[src/hw/rtl/cdg_pkg.sv]
// Shared types and constants of the color distance gradient block.
// Used by cdg_root, cdg_datapath, cdg_ctrl and color_distance_gradient.
package cdg_pkg;

  localparam int RootInW  = 26;
  localparam int RootOutW = 13;
  localparam int RootStepW = 4;
  localparam logic [RootStepW-1:0] ROOT_LAST_STEP = 4'd12;

  // configuration register indexes
  localparam logic [1:0] REG_FRAME_WIDTH  = 2'd0;
  localparam logic [1:0] REG_FRAME_HEIGHT = 2'd1;

  // which result of the current input word is being built
  localparam logic [1:0] JOB_ABOVE = 2'd0;
  localparam logic [1:0] JOB_LEFT  = 2'd1;
  localparam logic [1:0] JOB_HERE  = 2'd2;

  // neighbor selection for the line store read
  localparam logic [1:0] DIR_RIGHT = 2'd0;
  localparam logic [1:0] DIR_LEFT  = 2'd1;
  localparam logic [1:0] DIR_DOWN  = 2'd2;
  localparam logic [1:0] DIR_UP    = 2'd3;

  typedef struct packed {
    logic       accept;
    logic       load_job;
    logic [1:0] job;
    logic [1:0] rd_sel;
    logic       cap_a;
    logic       cap_b;
    logic       root_start;
    logic       root_mag;
    logic       store_gx;
    logic       store_gy;
    logic       emit;
    logic       last;
  } cmd_t;

  typedef struct packed {
    logic [2:0] jobs;
    logic       need_x;
    logic       need_y;
    logic       root_busy;
    logic       out_free;
  } status_t;

endpackage

[src/hw/rtl/cdg_ctrl.sv]
// Controller: sequences store reads, square roots and result words
// for each accepted pixel. Depends on cdg_pkg.
module cdg_ctrl (
  input  logic             clk,
  input  logic             rst,
  input  logic             in_valid,
  output logic             in_ready,
  input  cdg_pkg::status_t status,
  output cdg_pkg::cmd_t    cmd
);
  import cdg_pkg::*;

  localparam logic [3:0] S_IDLE  = 4'd0;
  localparam logic [3:0] S_PLAN  = 4'd1;
  localparam logic [3:0] S_CHECK = 4'd2;
  localparam logic [3:0] S_RDA   = 4'd3;
  localparam logic [3:0] S_RDB   = 4'd4;
  localparam logic [3:0] S_CAPB  = 4'd5;
  localparam logic [3:0] S_SUM   = 4'd6;
  localparam logic [3:0] S_ROOT  = 4'd7;
  localparam logic [3:0] S_MSUM  = 4'd8;
  localparam logic [3:0] S_MROOT = 4'd9;
  localparam logic [3:0] S_EMIT  = 4'd10;

  logic [3:0] state, state_next;
  logic [2:0] pend, pend_next;
  logic       axis_y, axis_y_next;

  always_comb begin
    state_next  = state;
    pend_next   = pend;
    axis_y_next = axis_y;
    cmd         = '0;
    in_ready    = 1'b0;
    case (state)
      S_IDLE: begin
        in_ready = 1'b1;
        if (in_valid) begin
          cmd.accept = 1'b1;
          pend_next  = status.jobs;
          state_next = S_PLAN;
        end
      end
      S_PLAN: begin
        if (pend == 3'd0) begin
          state_next = S_IDLE;
        end else begin
          cmd.load_job = 1'b1;
          if (pend[JOB_ABOVE]) begin
            cmd.job = JOB_ABOVE;
            pend_next[JOB_ABOVE] = 1'b0;
          end else if (pend[JOB_LEFT]) begin
            cmd.job = JOB_LEFT;
            pend_next[JOB_LEFT] = 1'b0;
          end else begin
            cmd.job = JOB_HERE;
            pend_next[JOB_HERE] = 1'b0;
          end
          state_next = S_CHECK;
        end
      end
      S_CHECK: begin
        axis_y_next = !status.need_x;
        if (status.need_x || status.need_y) state_next = S_RDA;
        else state_next = S_MSUM;
      end
      S_RDA: begin
        cmd.rd_sel = axis_y ? DIR_DOWN : DIR_RIGHT;
        state_next = S_RDB;
      end
      S_RDB: begin
        cmd.rd_sel = axis_y ? DIR_UP : DIR_LEFT;
        cmd.cap_a  = 1'b1;
        state_next = S_CAPB;
      end
      S_CAPB: begin
        cmd.cap_b  = 1'b1;
        state_next = S_SUM;
      end
      S_SUM: begin
        cmd.root_start = 1'b1;
        state_next     = S_ROOT;
      end
      S_ROOT: begin
        if (!status.root_busy) begin
          cmd.store_gx = !axis_y;
          cmd.store_gy = axis_y;
          if (!axis_y && status.need_y) begin
            axis_y_next = 1'b1;
            state_next  = S_RDA;
          end else begin
            state_next = S_MSUM;
          end
        end
      end
      S_MSUM: begin
        cmd.root_start = 1'b1;
        cmd.root_mag   = 1'b1;
        state_next     = S_MROOT;
      end
      S_MROOT: begin
        if (!status.root_busy) state_next = S_EMIT;
      end
      S_EMIT: begin
        if (status.out_free) begin
          cmd.emit   = 1'b1;
          cmd.last   = (pend == 3'd0);
          state_next = S_PLAN;
        end
      end
      default: state_next = S_IDLE;
    endcase
  end

  always_ff @(posedge clk) begin
    if (rst) begin
      state  <= S_IDLE;
      pend   <= 3'd0;
      axis_y <= 1'b0;
    end else begin
      state  <= state_next;
      pend   <= pend_next;
      axis_y <= axis_y_next;
    end
  end

  a_accept_plan: assert property (@(posedge clk) disable iff (rst)
    cmd.accept |=> state == S_PLAN)
    else $error("accept did not start planning");
  a_emit_last: assert property (@(posedge clk) disable iff (rst)
    cmd.emit && cmd.last |=> state == S_PLAN && pend == 3'd0)
    else $error("last result with work pending");
  a_pend_shrinks: assert property (@(posedge clk) disable iff (rst)
    state != S_IDLE |=> $countones(pend) <= $countones($past(pend)))
    else $error("pending results grew mid-word");

endmodule

[config.mk]
export PLATFORM = sky130hd
export DESIGN_NAME = cdg_ctrl
export DESIGN_NICKNAME = d
export VERILOG_FILES = /design/src/hw/rtl/cdg_pkg.sv /design/src/hw/rtl/cdg_ctrl.sv
export SDC_FILE = /design/constraint.sdc
export NUM_CORES = 1
export LEC_CHECK = 0
export BUFFER_PORTS_ARGS = -buffer_cell sky130_fd_sc_hd__buf_2
export CORE_MARGIN = 10
export CORE_UTILIZATION = 50
export CTS_CLUSTER_SIZE = 10
export DETAILED_ROUTE_END_ITERATION = 16
export GPL_TIMING_DRIVEN = 0
export PLACE_DENSITY = 0.8
export SLEW_MARGIN = 15
export SYNTH_ARGS = -nofsm -noshare
export SYNTH_HDL_FRONTEND = slang
export SYNTH_SLANG_ARGS = --single-unit
[constraint.sdc]
create_clock -name clk -period 2.23 [get_ports clk]
set_input_delay 0.5575 -clock clk [delete_from_list [all_inputs] [get_ports clk]]
set_output_delay 0.5575 -clock clk [all_outputs]
set_load 0.05 [all_outputs]
Word level (Yosys, flattened, before mapping)
Cells that the tools add are included.
{"block": "totals", "register_bits": 8, "latch_bits": 0, "ram_bits": 0, "romBits": 0, "inputBits": 10, "elab_cells": 71, "memories": 0}
{"block": "classes", "n_addsub": 0, "mul": 0, "div_mod_pow": 0, "n_lt_le_gt_ge": 0, "n_eq_ne": 18, "shift": 0, "muxes": 34, "n_bitwise": 0, "n_reduce_logical": 14}
{"operator": "$pmux W4 S11", "n": 1}
{"operator": "$mux W4", "n": 6}
{"operator": "$mux W2", "n": 10}
{"operator": "$eq A4 B3 Y1 const B", "n": 4}
{"operator": "$ne A2 B2 Y1 const B", "n": 8}
{"operator": "$eq A4 B4 Y1 const B", "n": 3}
{"operator": "$mux W3", "n": 4}
{"operator": "$mux W1", "n": 10}
{"operator": "$eq A4 B2 Y1 const B", "n": 2}
{"operator": "$reduce_and A4 Y1", "n": 2}
{"operator": "$pmux W3 S2", "n": 1}
{"operator": "$reduce_and A3 Y1", "n": 2}
{"operator": "$reduce_and A5 Y1", "n": 1}
{"operator": "$eq A4 B1 Y1 const B", "n": 1}
{"operator": "$logic_not A4 Y1", "n": 1}
{"operator": "$pmux W2 S2", "n": 1}
{"operator": "$reduce_bool A2 Y1", "n": 2}
{"operator": "$logic_not A3 Y1", "n": 1}
{"operator": "$logic_not A1 Y1", "n": 2}
{"operator": "$pmux W1 S2", "n": 1}
{"operator": "$reduce_or A2 Y1", "n": 1}
{"operator": "$logic_and A1 B1 Y1", "n": 1}
{"operator": "$logic_or A1 B1 Y1", "n": 1}

Longest topological paths before layout
{"block": "depth", "ltp_word": 5, "ltp_mapped": 6, "mapped_depth_nobuf": 4}

Worst setup path before layout
OpenSTA, ideal clock, no wires.
{"block": "synth_timing", "path_kind": "register -> output", "startpoint": "register state[1]", "endpoint": "output cmd[10] (netlist name)", "t_arrival_ns": 2.202, "required_ns": 1.673, "slack_ns": -0.530, "stages_incl_launch_ff": 4, "path_cell_list": "dfxtp_1 > buf_2 > or4b_1 > nor3b_1"}
{"element": "start: declaration", "line": "cdg_ctrl.sv:25", "source": "logic [3:0] state, state_next;"}
{"element": "start signal: assignment", "line": "cdg_ctrl.sv:121", "source": "state <= state_next;"}
{"element": "end: declaration", "line": "cdg_ctrl.sv:9", "source": "output cdg_pkg::cmd_t cmd"}

==> impl_metrics.csv <==
group,metric,value,unit
worst_setup_path,worstPathMaxFanout,8,
worst_setup_path,critical_path.top_delay_family,"simple AND/OR/NAND/NOR gates",
cts,clock_latency,260,ps
timing,timing.fmax,0.458,GHz
timing,period_share,0.979,
global_route,grtUsageMet1,0.143,
global_route,grt_use_met3,0.0566,
worst_setup_path,worst-path-buf-inv,2,
global_route,antenna_found_initial,0,
cts,cts.sinks,8,
worst_setup_path,path_class,"reg2out",
timing,worst_pin_slew,502,ps
worst_setup_path,crit_start,"state[2]",
synthesis,synth_ff_type,"dfxtp_1",
floorplan,initial_core_util,0.542,
floorplan,core.rowCount,13,
min_path,hold_end,"pend[2]",
floorplan,io_pins,25,
route,drtIter0Drc,15,
worst_setup_path,reg2reg_slack,710,ps
timing,finalHoldViolations,0,
synthesis,synth_area_leaders,"dfxtp_1, nor2_1, a21oi_1",
global_route,grt_pass1_wl,3640,µm
layout,final_cell_mix,"buf_2, nor2_1, buf_4",
synthesis,async_reset_ff_frac,0,
timing,relSlewSlack,0.662,
timing,slew_violations,0,
timing,worst_slack,46.0,ps
synthesis,syn_inst,95,
layout,fillers,112,
cts,clockRootBuffer,"clkbuf_4",
power_and_ir_drop,power_density,742,nW/µm²
worst_setup_path,slowest_delay,550,ps
route,wire_per_inst,16.6,µm
synthesis,synth_nets,105,
layout,diodes,0,
worst_setup_path,reg2reg_to,"pend[1]",
place,post-dp-hpwl,1660,µm
synthesis,synth_seq_cells,8,
worst_setup_path,worstSetupStartpointType,"register",
layout,area_delta_synth_final,40.1,%
global_route,grtUsageTotal,0.131,
route,ant_nets,0,
cts,cts_tree,"done",
layout,drive_gt1_frac,0.444,
cts,cts_buffers,3,
timing,rsz0062_at_grt,"yes",
worst_setup_path,required,1670,ps
cts,cts_htree_levels,1,
global_route,grt_start_max_net_pins,11,
power_and_ir_drop,p_leak,0.441,nW
route,vias,836,
global_route,grt_pass1_vias,794,
place,io_buffers,23,
timing,fin_crit,2180,ps
place,dpl_worst_slack,49.9,ps
floorplan,chipWidth,57.8,µm
worst_setup_path,cp_common_cell,"buf_6",
floorplan,die_height,57.8,µm
floorplan,dieArea,3340,µm²
worst_setup_path,r2r-start,"state[3]",
floorplan,core_region_area,1320,µm²
place,routabilityCongestion,0.891,
cts,cts_buffer_depth,2,
cts,hold_buffers,0,
synthesis,syn_area,714,µm²
global_route,grt-busiest-layer,"met2",
layout,nets,136,
worst_setup_path,cpMaxStageDelayCell,"or4b_4",
min_path,holdCritStartpoint,"pend[2]",
worst_setup_path,worstPathArrival,1630,ps
worst_setup_path,cp-end-kind,"primary output",
timing,finalSetupTns,0,ps
global_route,met2_usage,0.230,
route,vias_per_cell,6.01,
synthesis,ys_seq_area_frac,0.224,
timing,clock-skew-final,11.8,ps
synthesis,synth_cell_types,36,
global_route,grt_overflow_total,0,
synthesis,syn_avg_cell_area,7.52,µm²
timing,setup_viol,0,
synthesis,synth_top_cell_area_share,0.224,
worst_setup_path,path_cells,"buf_6 -> or4b_4 -> nor3b_2 -> buf_6",
power_and_ir_drop,vdd_drop_max,0.557,mV
run_status,status,"complete, no violations",
worst_setup_path,worstRegToRegCells,6,
layout,final_common_cell,"buf_2",
route,drc,0,
synthesis,synth_top_area_cell,"dfxtp_1",
route,drt-total-wl,2310,µm
synthesis,yosysWarningCount,0,
cts,clk_pin_slew_worst_paths,60,ps
synthesis,synth-edff-count,0,
min_path,hold_depth,2,
min_path,worst_hold_path_type,"reg2reg",
route,first_pass_iters,4,
flow_run,cap_violations,0,
worst register-to-register path: cells and delay by family, from the launching register on:
family / cells / cell delay, ps
DFF: 1 / 380
buffers and inverters: 2 / 340
AOI/OAI and AO/OA: 3 / 320
and+or+nand+nor: 1 / 330
worst max path at each step:
stage	endpoint	slack, ps	cells past startpoint
CTS	cmd[0]	0.2	7
global route	cmd[10]	-30	4
global placement	cmd[0]	90	7
detailed placement	cmd[9]	50	6
floorplan	cmd[10]	-80	3
finish	cmd[10]	50	4
power by group:
| part | internal [mW] | leakage, nW | total [mW] | switching (mW) |
|---|---|---|---|---|
| logic | 0.171 | 0.360 | 0.429 | 0.259 |
| registers | 0.167 | 0.0666 | 0.204 | 0.0363 |
| clock network | 0.0615 | 0.0138 | 0.109 | 0.0479 |
registers in the layout (all words and copies together), names as in the netlist:
name,flops
state,4
pend,3
axis_y,1
layer usage:
metal,routed length (µm),vias up,part of all wire
met1,929,392,0.40
met3,184,0,0.080
met2,1190,39,0.52
met5,0,-,0
met4,0,0,0
li1,-,405,-
synth_stat cells (all sizes together), types with 2 or more instances:
| library cell | count |
|---|---|
| a211oi | 2 |
| a311oi | 2 |
| o211ai | 2 |
| and3b | 2 |
| nand2 | 7 |
| nor3 | 5 |
| nor2b | 5 |
| and3 | 4 |
| dfxtp | 8 |
| and2 | 5 |
| nor3b | 3 |
| o21ai | 3 |
| nor2 | 14 |
| nand2b | 3 |
| buf | 8 |
| a21oi | 8 |
cells by family (layout without fill, tap and decap cells):
family / after synthesis / in the layout / synth area share
DFF: 8 / 8 / 0.224
and+or+nand+nor: 53 / 53 / 0.424
buffers and inverters: 10 / 39 / 0.0805
AOI/OAI and AO/OA: 23 / 23 / 0.257
muxes: 1 / 1 / 0.0140
what timing repair did:
item,CTS,global route
gates resized for setup,17,12
hold endpoints to repair,0,0
setup buffers,0,3
pin swaps,1,3
setup endpoints to repair,10,11
area by class of cell:
class	instances	area (µm²)	area share
sequential	8	164	0.164
clock buffer	3	22.5	0.0225
inverter	1	3.75	0.00375
timing repair buffer	26	163	0.163
tap	15	18.8	0.0188
multi-input combinational	77	554	0.554
buffer	9	75.1	0.0750
through the flow:
| step | hold slack, ps | utilization | cell area (µm²) | power (mW) | cells |
|---|---|---|---|---|---|
| floorplan | 464 | - | 742 | 0.489 | 95 |
| global placement | 478 | 0.665 | 876 | 0.561 | 133 |
| detailed placement | 487 | 0.665 | 876 | 0.571 | 133 |
| CTS | 497 | 0.721 | 950 | 0.718 | 136 |
| global route | 531 | 0.760 | 1000 | 0.795 | 139 |
| finish | 512 | 0.760 | 1000 | 0.742 | 139 |
Power figures use the tool's default switching activity.
